--- src/design/grm_pkg.sv ---
// Shared types, constants, microcode ROM and CORDIC angle table for the grid ray marcher.
package grm_pkg;

    localparam int TILE_SIZE    = 32;
    localparam int MAP_DIM      = 64;
    localparam int MAX_STEPS    = 500;
    localparam int ANGLE_STEPS  = 4096;

    localparam int MAP_BITS     = $clog2(MAP_DIM);
    localparam int MAP_DEPTH    = MAP_DIM * MAP_DIM;
    localparam int MAP_AW       = 2 * MAP_BITS;
    localparam int TILE_SHIFT   = $clog2(TILE_SIZE * 256);

    localparam int DIM_W        = 7;
    localparam int BIAS_W       = 14;
    localparam int ORG_W        = 19;
    localparam int HEAD_W       = $clog2(ANGLE_STEPS);
    localparam int PHASE_SHIFT  = 16 - HEAD_W;
    localparam int POS_W        = 20;
    localparam int DELTA_W      = 16;
    localparam int CNT_W        = 9;
    localparam int CELL_MAG_W   = POS_W - TILE_SHIFT;

    localparam int CORDIC_ITERS = 14;
    localparam int ITER_W       = $clog2(CORDIC_ITERS);
    localparam int CX_W         = 20;
    localparam int Z_W          = 18;

    localparam logic signed [CX_W-1:0] CORDIC_GAIN = CX_W'(27858);
    localparam logic signed [CX_W-1:0] ROUND_HALF  = CX_W'(128);
    localparam logic signed [Z_W-1:0]  Z_QUARTER   = Z_W'(16384);
    localparam logic signed [Z_W-1:0]  Z_HALF      = Z_W'(32768);
    localparam logic signed [Z_W-1:0]  Z_THREE_Q   = Z_W'(49152);
    localparam logic signed [Z_W-1:0]  Z_FULL      = Z_W'(65536);

    // configuration register indexes
    typedef logic [1:0] t_reg_idx;
    localparam t_reg_idx REG_MAP_WIDTH   = 2'd0;
    localparam t_reg_idx REG_MAP_HEIGHT  = 2'd1;
    localparam t_reg_idx REG_ORIGIN_BIAS = 2'd2;

    localparam logic [DIM_W-1:0] MAP_WIDTH_RST  = DIM_W'(64);
    localparam logic [DIM_W-1:0] MAP_HEIGHT_RST = DIM_W'(64);

    typedef enum logic [1:0] {
        RSN_WALL  = 2'd0,
        RSN_LEFT  = 2'd1,
        RSN_LIMIT = 2'd2
    } t_reason;

    typedef enum logic [2:0] {
        DP_IDLE,
        DP_FETCH,
        DP_ROT,
        DP_FIN,
        DP_MARCH,
        DP_EMIT
    } t_dp_op;

    // repeat condition: the word repeats while it holds, else goes to nxt
    typedef enum logic [2:0] {
        C_NEVER,
        C_NO_CAST,
        C_ITER_MORE,
        C_NOT_STOP,
        C_OUT_BUSY
    } t_cond;

    typedef enum logic [2:0] {
        UA_FETCH,
        UA_ROT,
        UA_FIN,
        UA_MARCH,
        UA_EMIT
    } t_uaddr;

    typedef struct packed {
        t_dp_op op;
        t_cond  rpt;
        t_uaddr nxt;
        logic   take;
    } t_uword;

    typedef struct packed {
        t_dp_op op;
        logic   load;
        logic   map_we;
    } t_dp_ctl;

    typedef struct packed {
        logic iter_more;
        logic stop;
        logic out_busy;
    } t_dp_stat;

    typedef struct packed {
        logic [DIM_W-1:0]  map_width;
        logic [DIM_W-1:0]  map_height;
        logic [BIAS_W-1:0] origin_bias;
    } t_cfg;

    function automatic t_uword urom(input t_uaddr a);
        t_uword w;
        unique case (a)
            UA_FETCH: w = '{op: DP_FETCH, rpt: C_NO_CAST,   nxt: UA_ROT,   take: 1'b1};
            UA_ROT:   w = '{op: DP_ROT,   rpt: C_ITER_MORE, nxt: UA_FIN,   take: 1'b0};
            UA_FIN:   w = '{op: DP_FIN,   rpt: C_NEVER,     nxt: UA_MARCH, take: 1'b0};
            UA_MARCH: w = '{op: DP_MARCH, rpt: C_NOT_STOP,  nxt: UA_EMIT,  take: 1'b0};
            UA_EMIT:  w = '{op: DP_EMIT,  rpt: C_OUT_BUSY,  nxt: UA_FETCH, take: 1'b0};
            default:  w = '{op: DP_IDLE,  rpt: C_NEVER,     nxt: UA_FETCH, take: 1'b0};
        endcase
        return w;
    endfunction

    // arctangent of 2^-i in 65536 units per turn
    function automatic logic signed [Z_W-1:0] arc_of(input logic [ITER_W-1:0] i);
        logic signed [Z_W-1:0] a;
        unique case (i)
            4'd0:    a = Z_W'(8192);
            4'd1:    a = Z_W'(4836);
            4'd2:    a = Z_W'(2555);
            4'd3:    a = Z_W'(1297);
            4'd4:    a = Z_W'(651);
            4'd5:    a = Z_W'(326);
            4'd6:    a = Z_W'(163);
            4'd7:    a = Z_W'(81);
            4'd8:    a = Z_W'(41);
            4'd9:    a = Z_W'(20);
            4'd10:   a = Z_W'(10);
            4'd11:   a = Z_W'(5);
            4'd12:   a = Z_W'(3);
            4'd13:   a = Z_W'(1);
            default: a = '0;
        endcase
        return a;
    endfunction

endpackage

--- src/design/grm_seq.sv ---
// Microcode sequencer: step counter, control ROM and repeat-or-branch logic.
module grm_seq (
    input  logic              i_clk,
    input  logic              i_rst_n,
    input  logic              i_valid,
    input  logic              i_command,
    input  grm_pkg::t_dp_stat i_stat,
    output logic              o_ready,
    output grm_pkg::t_dp_ctl  o_ctl
);
    import grm_pkg::*;

    t_uaddr r_upc;
    t_uaddr n_upc;
    t_uword uw;
    logic   hold;

    assign uw = urom(r_upc);

    // control word outputs
    always_comb begin
        o_ready      = uw.take;
        o_ctl.op     = uw.op;
        o_ctl.load   = uw.take && i_valid && i_command;
        o_ctl.map_we = uw.take && i_valid && !i_command;
    end

    // next step: repeat while the condition holds, else branch
    always_comb begin
        unique case (uw.rpt)
            C_NEVER:     hold = 1'b0;
            C_NO_CAST:   hold = !(uw.take && i_valid && i_command);
            C_ITER_MORE: hold = i_stat.iter_more;
            C_NOT_STOP:  hold = !i_stat.stop;
            C_OUT_BUSY:  hold = i_stat.out_busy;
            default:     hold = 1'b0;
        endcase
        n_upc = hold ? r_upc : uw.nxt;
    end

    always_ff @(posedge i_clk) begin
        if (!i_rst_n) begin
            r_upc <= UA_FETCH;
        end else begin
            r_upc <= n_upc;
        end
    end

    a_cast_starts_rot: assert property (@(posedge i_clk) disable iff (!i_rst_n)
        o_ctl.load |=> (r_upc == UA_ROT))
        else $error("cast transfer did not start the rotation loop");

    a_write_stays_fetch: assert property (@(posedge i_clk) disable iff (!i_rst_n)
        o_ctl.map_we |=> (r_upc == UA_FETCH))
        else $error("map write left the fetch step");

    a_emit_returns: assert property (@(posedge i_clk) disable iff (!i_rst_n)
        (r_upc == UA_EMIT && !i_stat.out_busy) |=> (r_upc == UA_FETCH))
        else $error("emit step did not return to fetch");

endmodule

--- config.mk ---
export PLATFORM = sky130hd
export DESIGN_NAME = grm_seq
export DESIGN_NICKNAME = d
export VERILOG_FILES = /design/src/design/grm_pkg.sv /design/src/design/grm_seq.sv
export SDC_FILE = /design/constraint.sdc
export NUM_CORES = 1
export LEC_CHECK = 0
export BUFFER_PORTS_ARGS = -buffer_cell sky130_fd_sc_hd__buf_4
export CAP_MARGIN = 20
export CORE_AREA = 2 2 39 41
export DETAILED_ROUTE_END_ITERATION = 16
export DIE_AREA = 0 0 41 43
export MAX_ROUTING_LAYER = met4
export PLACE_DENSITY = 0.45
export SYNTH_ARGS = -nofsm -noshare
export SYNTH_HDL_FRONTEND = slang
export SYNTH_SLANG_ARGS = --single-unit
export TNS_END_PERCENT = 20
--- constraint.sdc ---
create_clock -name i_clk -period 3.1 [get_ports i_clk]
set_input_delay 0 -clock i_clk [delete_from_list [all_inputs] [get_ports i_clk]]
set_output_delay 0 -clock i_clk [all_outputs]
set_load 0.02 [all_outputs]
# ---- Word-level counts from Yosys, hierarchy flattened
# Cells that the tools add are included.
# Widths: inputs -> output; s select.
dict set report classes {
  eq_ne 8
  n_mux 2
  reduce_logical 7
}
# cell count
set op_table {}
lappend op_table {{$pmux 10 s5} 1}
lappend op_table {{$eq 3x2->1 const B} 4}
lappend op_table {{$eq 3x1->1 const B} 2}
lappend op_table {{$eq 3x3->1 const B} 2}
lappend op_table {{$pmux 1 s4} 1}
lappend op_table {{$logic_and 1x1->1} 3}
lappend op_table {{$logic_not 1->1} 3}
lappend op_table {{$logic_not 3->1} 1}
dict set report word_totals {
  regBits 3
  inputBits 7
  out_inout_bits 6
}

# ---- Depth between registers and ports, before layout
# Gate-level depths: netlist of run 1.
dict set report depth {
  depth_word 6
  mapped_depth 4
  ltp_nobuf 2
}

# ---- Worst setup path after synthesis of run 1
# No wires, ideal clock.
dict set report synth_timing {
  path_kind {register -> output}
  from {register r_upc[0]}
  to {output port o_ctl[0] (netlist bit)}
  t_arrival_ns 1.058
  t_required_ns 3.100
  slack_ns 2.042
  path_stages_with_launch 4
  n_path_buf 1
  cell_sequence {dfxtp_1 > buf_4 > nor3_4 > and3b_1}
}
# element line
set synth_lines {}
lappend synth_lines {{start, declared} grm_seq.sv:13} ;# t_uaddr r_upc;
lappend synth_lines {{start signal, assigned} grm_seq.sv:45} ;# r_upc <= n_upc;
lappend synth_lines {{end, declared} grm_seq.sv:9} ;# output grm_pkg::t_dp_ctl o_ctl

==> results of run 1 <==
report_power, final:
| part | switching [mW] | internal (mW) |
|---|---|---|
| sequential | 0.00804 | 0.0413 |
| combinational | 0.0214 | 0.0287 |
| clock | 0.0176 | 0.0480 |
per-stage QoR:
stage | utilization [%] | area, um^2 | setup slack (ps)
CTS | 26.6 | 368 | 1860
global placement | 24.7 | 342 | 1930
finish | 26.6 | 368 | 1880
detailed placement | 24.7 | 342 | 1890
floorplan | - | 273 | 2040
global route | 26.6 | 368 | 1790
cells in the final DEF (no fill, tap or decap), drive strengths merged:
| cell type | Yosys | layout |
|---|---|---|
| dfxtp | 3 | 3 |
| and3b | 1 | 1 |
| nand4bb | 1 | 1 |
| clkbuf | 0 | 4 |
| and2b | 1 | 1 |
| o21ai | 1 | 1 |
| xnor2 | 1 | 1 |
| buf | 5 | 12 |
| a211o | 1 | 1 |
| nor2 | 1 | 1 |
| nor2b | 2 | 2 |
| a21oi | 1 | 1 |
| a21boi | 2 | 2 |
| nand2b | 1 | 1 |
| nor3 | 1 | 1 |
| o21a | 1 | 1 |
| and3 | 1 | 1 |
| nand4b | 1 | 1 |
| nand3b | 1 | 1 |
| inv | 1 | 1 |
| o311a | 1 | 1 |
| nor3b | 1 | 1 |
worst max path at each step:
stage | slack (ps) | end
2_1_floorplan | 2040 | o_ctl[0]
3_3_place_gp | 1930 | r_upc[0]
3_5_place_dp | 1890 | r_upc[0]
4_1_cts | 1860 | o_ctl[0]
5_1_grt | 1790 | o_ctl[0]
6_report | 1880 | o_ctl[0]
worst max-delay path, cell delays in order, from the launching register on:
cell	delay [ps]
dfxtp_1	560
nor3_4	90
and3b_1	200
buf_4	150
area by class of cell:
cell class,instances,area (um^2)
Clock buffer,4,26.3
Fill cell,152,1020
Inverter,1,3.75
Multi-Input combinational cell,20,168
Sequential cell,3,60.1
Tap cell,16,20.0
Timing Repair Buffer,12,90.1
cells by family after synthesis:
kind of cell / synth area share [%]
AO/OA/AOI/OAI: 19.3
XOR/XNOR: 3.21
buffers and inverters: 16.5
flip-flops: 22.0
AND/OR/NAND/NOR: 39.0
metal layers:
metal / share of wire (%) / up-vias / wire (um)
li1: - / 122 / -
met1: 48 / 98 / 268
met2: 42 / 11 / 237
met3: 10 / 0 / 57
met4: 0 / 0 / 0
met5: 0 / - / 0
==> results.py, run 1 <==
metrics = {
    "clock_network": {
        "cts_hold_buf": 0,
        "post-cts-setup-buffers": 0,
        "clockBufferDepth": 2,
        "htreeDepth": 1,
        "cts_tree": "built",
        "clkTransAtPathRegs_ps": 40,
        "numClockSinks": 3,
        "ctsResizeCount": 0,
        "cts_made_buffers": 3,
        "clock_tree.root_cell": "clkbuf_4",
        "insertion_delay_ps": 230,
    },
    "grt": {
        "grt_first_pass_wirelength_um": 938,
        "grt_use_total_pct": 8.02,
        "grt_max_degree": 13,
        "antenna_found_initial": 0,
        "grt_pass1_vias": 232,
        "overflow": 0,
        "met3_usage_pct": 1.57,
        "grt_most_used_layer": "met2",
        "grt_use_met2_pct": 11.3,
        "use_met1_pct": 9.65,
    },
    "layout": {
        "fin_nets": 48,
        "syn_to_final_growth_pct": 34.9,
        "largest_register": "r_upc",
        "largest_register_ff_count": 3,
        "top_regs": "r_upc x3",
        "drive_gt1_share_pct": 47.5,
        "instances_no_fill": 56,
        "num_antenna_cells": 0,
    },
    "logic_synthesis": {
        "yosys.area.top_type": "dfxtp_1",
        "syn_nets": 36,
        "ys_top_cells_by_count": "buf_4, dfxtp_1, a21boi_0",
        "synthArstFlopShare_pct": 0,
        "syn_area_per_cell_um2": 9.41,
        "synth-edff-count": 0,
        "netlist_instances": 29,
        "synth_cell_type_count": 23,
        "ys_dominant_reg_cell": "dfxtp_1",
        "yosysSeqAreaShare_pct": 22.0,
        "ys_warn_count": 0,
        "ys_ff_latch": 3,
        "synth_area_leaders": "dfxtp_1, buf_4, nor3_4",
        "yosysMostFrequentCell": "buf_4",
        "netlist_area_um2": 273,
        "synth_top_area_share_pct": 22.0,
    },
    "critical_path": {
        "path_class": "flop to primary output",
        "critPathCaptureType": "primary output",
        "r2r_slack_ps": 1900,
        "reg2reg_depth": 2,
        "crit_arrival_ps": 1220,
        "r2r_start": "r_upc[1]",
        "cp.required_ps": 3100,
        "crit_fanout": 11,
        "worstSetupStartpoint": "r_upc[0]",
        "worstReg2RegEnd": "r_upc[0]",
        "critPathLaunchType": "flop",
    },
    "detailed_routing": {
        "vias": 231,
        "wl_per_cell_um": 10.1,
        "wl_um": 564,
        "antenna_left": 0,
        "firstDrtPassIters": 2,
        "drt_iter0_markers": 2,
        "post-route-drc-count": 0,
        "post_drt_via_cell_ratio": 4.13,
    },
    "sta": {
        "hold_ws_ps": 42.6,
        "finalSetupTns_ps": 0,
        "timing.final.hold_violations": 0,
        "rsz0062_at_grt": "false",
        "fin_crit_sh_pct": 39.5,
        "fmax_mhz": 817,
        "relSlewSlack_pct": 71.5,
        "worstMarginPinSlew_ps": 426,
        "worst_clock_skew_ps": 3.28,
        "drv_slew": 0,
        "setup_violations": 0,
        "period_minus_slack_ps": 1220,
    },
    "floorplan": {
        "initial_core_util_pct": 19.7,
        "core_area_um2": 1380,
        "ios": 13,
        "core.rowCount": 14,
        "dieHeight_um": 43,
        "dieArea_um2": 1760,
        "die_w_um": 41,
    },
    "placement": {
        "routabilityCongestion": 0.633,
        "dpl.cell_count": 52,
        "portBuffers": 12,
    },
    "power": {
        "leakagePower_nw": 0.156,
        "power.total_mw": 0.165,
        "ir_worst_vdd_mv": 0.185,
        "powerDensity_nw_per_um2": 449,
    },
    "hold_path": {
        "worstHoldPathCells": 2,
        "hp-start": "i_rst_n",
        "min_to": "r_upc[2]",
        "hold_path_class": "primary input to flop",
    },
    "flow_run": {
        "maxCapViolations": 0,
    },
    "status": {
        "status": "finished clean",
    },
}
No activity file was read; power rests on OpenSTA's default activity.
==> run 2, diff against run 1 <==
--- a/config.mk
+++ b/config.mk
@@ -11,7 +11,7 @@
 export DETAILED_ROUTE_END_ITERATION = 16
 export DIE_AREA = 0 0 41 43
 export MAX_ROUTING_LAYER = met4
-export PLACE_DENSITY = 0.45
+export PLACE_DENSITY = 0.46
 export SYNTH_ARGS = -nofsm -noshare
 export SYNTH_HDL_FRONTEND = slang
 export SYNTH_SLANG_ARGS = --single-unit
==> constraint.sdc (replaced) <==
create_clock -name i_clk -period 1.1 [get_ports i_clk]
set_input_delay 0 -clock i_clk [delete_from_list [all_inputs] [get_ports i_clk]]
set_output_delay 0 -clock i_clk [all_outputs]
set_load 0.02 [all_outputs]
==> run 2 against run 1 <==
- cell count rose by 7.1%
- sequential power grew to 2.7 times the previous value
- non-clock buffer count grew 4
- register-to-register slack got worse by 1900 ps
- the run now ends with setup timing left
- largest power group unchanged
- clock skew fell by 0.93 ps
==> results.py, run 2 (synthesized netlist as in run 1, its figures left out) <==
metrics = {
    "status": {
        "status": "finished, violations left",
        "violations": "setup timing",
    },
    "floorplan": {
        "ios": 13,
        "die_w_um": 41,
        "dieHeight_um": 43,
        "initial_core_util_pct": 19.7,
        "core_area_um2": 1380,
        "core.rowCount": 14,
        "dieArea_um2": 1760,
    },
    "sta": {
        "timing.final.ws_setup_ps": -3.90,
        "period_minus_slack_ps": 1100,
        "finalSetupTns_ps": -3.90,
        "fmax_mhz": 906,
        "relSlewSlack_pct": 86.5,
        "timing.final.hold_violations": 0,
        "setup_violations": 1,
        "rsz0062_at_grt": "true",
        "worstMarginPinSlew_ps": 200,
        "fin_crit_sh_pct": 100,
        "drv_slew": 0,
        "worst_clock_skew_ps": 2.35,
    },
    "placement": {
        "dpl.cell_count": 55,
        "portBuffers": 12,
        "dpl.hpwl_um": 460,
        "routabilityCongestion": 0.655,
    },
    "clock_network": {
        "clkTransAtPathRegs_ps": 40,
        "insertion_delay_ps": 230,
        "htreeDepth": 1,
        "numClockSinks": 3,
        "clock_tree.root_cell": "clkbuf_4",
        "cts_made_buffers": 3,
        "cts_tree": "built",
        "cts_hold_buf": 0,
        "clockBufferDepth": 2,
    },
    "power": {
        "leakagePower_nw": 0.183,
        "power.total_mw": 0.496,
        "ir_worst_vdd_mv": 0.412,
        "powerDensity_nw_per_um2": 1190,
    },
    "detailed_routing": {
        "post_drt_via_cell_ratio": 4.35,
        "drt_iter0_markers": 1,
        "vias": 261,
        "post-route-drc-count": 0,
        "wl_um": 638,
        "wl_per_cell_um": 10.6,
        "firstDrtPassIters": 2,
        "antenna_left": 0,
    },
    "hold_path": {
        "hold_path_class": "primary input to flop",
        "hp-start": "i_rst_n",
    },
    "critical_path": {
        "crit_fanout": 7,
        "worstSetupStartpoint": "r_upc[1]",
        "crit_arrival_ps": 1100,
        "r2r_start": "r_upc[1]",
        "critPathCaptureType": "primary output",
        "critPathLaunchType": "flop",
        "r2r_slack_ps": 30,
        "path_class": "flop to primary output",
        "cp.required_ps": 1100,
    },
    "layout": {
        "drive_gt1_share_pct": 59.1,
        "final_cell_mix": "buf_4, clkbuf_4, buf_6",
        "instances_no_fill": 60,
        "top_regs": "r_upc x3",
        "fillCellCount": 158,
        "mostFrequentLayoutCell": "buf_4",
        "fin_nets": 52,
        "num_antenna_cells": 0,
        "ff_latch_area_um2": 68.8,
        "largest_register_ff_count": 3,
        "multi_input_area_um2": 168,
        "largest_register": "r_upc",
        "syn_to_final_growth_pct": 53.2,
    },
    "grt": {
        "grt_pass1_vias": 227,
        "antenna_found_initial": 0,
        "overflow": 0,
        "grt_use_total_pct": 7.50,
        "grt_first_pass_wirelength_um": 862,
        "grt_max_degree": 10,
    },
    "flow_run": {
        "maxCapViolations": 0,
    },
}
run 2: cell types whose count changed in the layout (fill, tap and decap cells not counted), sizes merged:
cell / before / now
buf: 12 / 16
run 2: where the power goes:
part	total (mW)	switching, mW	internal (mW)
combinational	0.172	0.0731	0.0987
sequential	0.133	0.0163	0.117
clock	0.191	0.0554	0.136
run 2: layout make-up:
cell class | instances | area share (%)
well taps | 16 | 4.79
clock buffers | 4 | 6.29
inverters | 1 | 0.898
repair buffers | 16 | 31.4
multi-input cells | 20 | 40.1
flip-flops and latches | 3 | 16.5
run 2: metrics by stage:
step / utilization [%] / instance area (um^2) / worst slack [ps] / hold WS [ps]
final: 30.2 / 418 / -3.90 / 38.9
after global routing: 30.2 / 418 / -70.8 / 46.5
after CTS: 28.2 / 390 / -26.7 / 30.9
after detailed placement: 26.3 / 364 / 68.4 / 281
after global placement: 26.3 / 364 / 131 / 280
after floorplan: - / 273 / 42.0 / 154
run 2: path summary, 6_finish.rpt:
kind,endpoint,depth (start not counted)
setup / recovery,o_ctl[0],3
hold / removal,r_upc[2],2
setup reg to reg,r_upc[0],3
hold reg to reg,r_upc[2],2
run 2: worst max-delay path, stage by stage (launching register included):
cell and delay (ps):
dfxtp_4 360, nor3_4 200, and3b_1 190, buf_6 120
run 2: repair_timing:
| action | 4_1_cts | 5_1_grt |
|---|---|---|
| gates cloned | 0 | 0 |
| resized for setup | 4 | 5 |
| pin swaps | 2 | 3 |
| buffers inserted | 0 | 2 |
| setup endpoints to repair | 5 | 4 |
run 2: per-layer routing:
layer / vias to the layer above / wire (um) / global-route usage [%] / share of wire [%]
met5: - / 0 / - / 0
met4: 0 / 0 / 6.00 / 0
met3: 0 / 61 / 1.57 / 9.6
met2: 11 / 340 / 10.9 / 53
met1: 120 / 236 / 8.33 / 37
li1: 130 / - / - / -
==> run 3, diff against run 2 <==
--- a/config.mk
+++ b/config.mk
@@ -10,6 +10,7 @@
 export CORE_AREA = 2 2 39 41
 export DETAILED_ROUTE_END_ITERATION = 16
 export DIE_AREA = 0 0 41 43
+export GPL_TIMING_DRIVEN = 0
 export MAX_ROUTING_LAYER = met4
 export PLACE_DENSITY = 0.46
 export SYNTH_ARGS = -nofsm -noshare
==> run 3 against run 2 <==
- first-iteration DRC count rose to 3.0 times the previous value
- core utilization rose by 3.2 points
- non-clock buffer count rose by 4
- flip-flop and latch count did not move
- combinational power rose by 17%
- the run still ends with setup timing left
- global-route usage rose by 0.63 points
- critical path depth rose by 1
- worst hold slack got worse by 2.9 ps
- cell count rose by 6.7%
==> results.py, run 3 (synthesized netlist as in run 1, its figures left out) <==
metrics = {
    "placement": {
        "placed_area_um2": 383,
        "dp_worst_setup_slack_ps": 79.4,
        "portBuffers": 12,
        "dpl.hpwl_um": 407,
        "routabilityCongestion": 0.632,
        "dpl.cell_count": 57,
    },
    "flow_run": {
        "maxCapViolations": 0,
    },
    "critical_path": {
        "crit_arrival_ps": 1160,
        "crit_fanout": 7,
        "critPathCaptureType": "primary output",
        "cpMostUsedCell": "buf_6",
        "r2r_slack_ps": -20,
        "path_class": "flop to primary output",
        "critPathLaunchType": "flop",
        "cp.required_ps": 1100,
        "critPathMaxStageDelay_ps": 320,
        "r2r_start": "r_upc[1]",
        "critical_path.cell_chain": "buf_6, nor3_4, and3b_1, buf_6",
        "worstReg2RegEnd": "r_upc[0]",
        "worst-path-buf-inv": 2,
        "crit_slowest_cell": "dfxtp_2",
        "worstSetupStartpoint": "r_upc[1]",
        "reg2reg_depth": 4,
        "cp_top_family": "simple AND/OR/NAND/NOR gates",
    },
    "sta": {
        "worst_clock_skew_ps": 1.52,
        "setup_violations": 4,
        "relSlewSlack_pct": 89.5,
        "drv_slew": 0,
        "fmax_mhz": 859,
        "timing.final.ws_setup_ps": -64.3,
        "rsz0062_at_grt": "true",
        "timing.final.hold_violations": 0,
        "worstMarginPinSlew_ps": 157,
        "finalSetupTns_ps": -166,
        "fin_crit_sh_pct": 106,
        "hold_ws_ps": 35.9,
        "period_minus_slack_ps": 1160,
    },
    "clock_network": {
        "cts_made_buffers": 3,
        "clock_tree.root_cell": "clkbuf_4",
        "insertion_delay_ps": 230,
        "htreeDepth": 1,
        "numClockSinks": 3,
        "clockBufferDepth": 2,
        "cts_tree": "built",
        "clkTransAtPathRegs_ps": 40,
    },
    "floorplan": {
        "initial_core_util_pct": 19.7,
        "die_w_um": 41,
        "dieArea_um2": 1760,
        "ios": 13,
        "dieHeight_um": 43,
        "core.rowCount": 14,
        "core_area_um2": 1380,
    },
    "power": {
        "leakagePower_nw": 0.205,
        "ir_worst_vdd_mv": 0.536,
        "powerDensity_nw_per_um2": 1140,
        "power.total_mw": 0.526,
    },
    "status": {
        "violations": "setup timing",
        "status": "finished, violations left",
    },
    "hold_path": {
        "hold_path_class": "primary input to flop",
        "worstHoldPathCells": 2,
        "hp-start": "i_rst_n",
        "min_to": "r_upc[2]",
    },
    "grt": {
        "grt_pass1_vias": 220,
        "overflow": 0,
        "grt_max_degree": 11,
        "grt_use_total_pct": 8.14,
        "grt_first_pass_wirelength_um": 952,
        "antenna_found_initial": 0,
    },
    "detailed_routing": {
        "firstDrtPassIters": 2,
        "post_drt_via_cell_ratio": 4.09,
        "wl_per_cell_um": 8.77,
        "wl_um": 561,
        "vias": 262,
        "antenna_left": 0,
        "post-route-drc-count": 0,
        "drt_iter0_markers": 3,
    },
    "layout": {
        "post-route-cell-area_um2": 462,
        "mostFrequentLayoutCell": "buf_4",
        "num_antenna_cells": 0,
        "ff_latch_area_um2": 66.3,
        "fin_nets": 56,
        "final_util_pct": 33.4,
        "multi_input_area_um2": 176,
        "instances_no_fill": 64,
        "drive_gt1_share_pct": 66.7,
        "largest_register_ff_count": 3,
        "final_cell_mix": "buf_4, buf_6, clkbuf_4",
        "top_regs": "r_upc x3",
        "syn_to_final_growth_pct": 69.3,
        "fillCellCount": 155,
        "largest_register": "r_upc",
    },
}
==> run 3: area by class of cell <==
type / count / share of cell area (%)
Clock buffer: 4 / 5.69
Sequential cell: 3 / 14.4
Timing Repair Buffer: 17 / 30.9
Inverter: 1 / 0.813
Buffer: 3 / 5.69
Multi-Input combinational cell: 20 / 38.2
Tap cell: 16 / 4.34
==> run 3: worst max-delay path by stage <==
stage	end	cells after the start
4_1_cts	o_ctl[0]	4
3_5_place_dp	r_upc[0]	3
5_1_grt	o_ctl[0]	4
2_1_floorplan	o_ctl[0]	3
3_3_place_gp	r_upc[0]	3
6_report	o_ctl[0]	4
==> run 3: routing by layer <==
layer / global-route usage, % / part of all wire (%) / vias up
met5: - / 0 / -
met4: 8.00 / 0 / 0
met3: 0 / 8.0 / 0
met2: 11.3 / 47 / 11
met1: 10.0 / 45 / 114
li1: - / - / 137
==> run 3: what timing repair did <==
action,4_1_cts,5_1_grt
setup endpoints to repair,5,6
pin swaps,4,5
hold buffers,0,0
resized for setup,9,3
buffers inserted,4,1
==> run 3: where the power goes <==
group	switching, mW	internal, mW
clock	0.0538	0.136
sequential	0.0159	0.118
combinational	0.0766	0.126
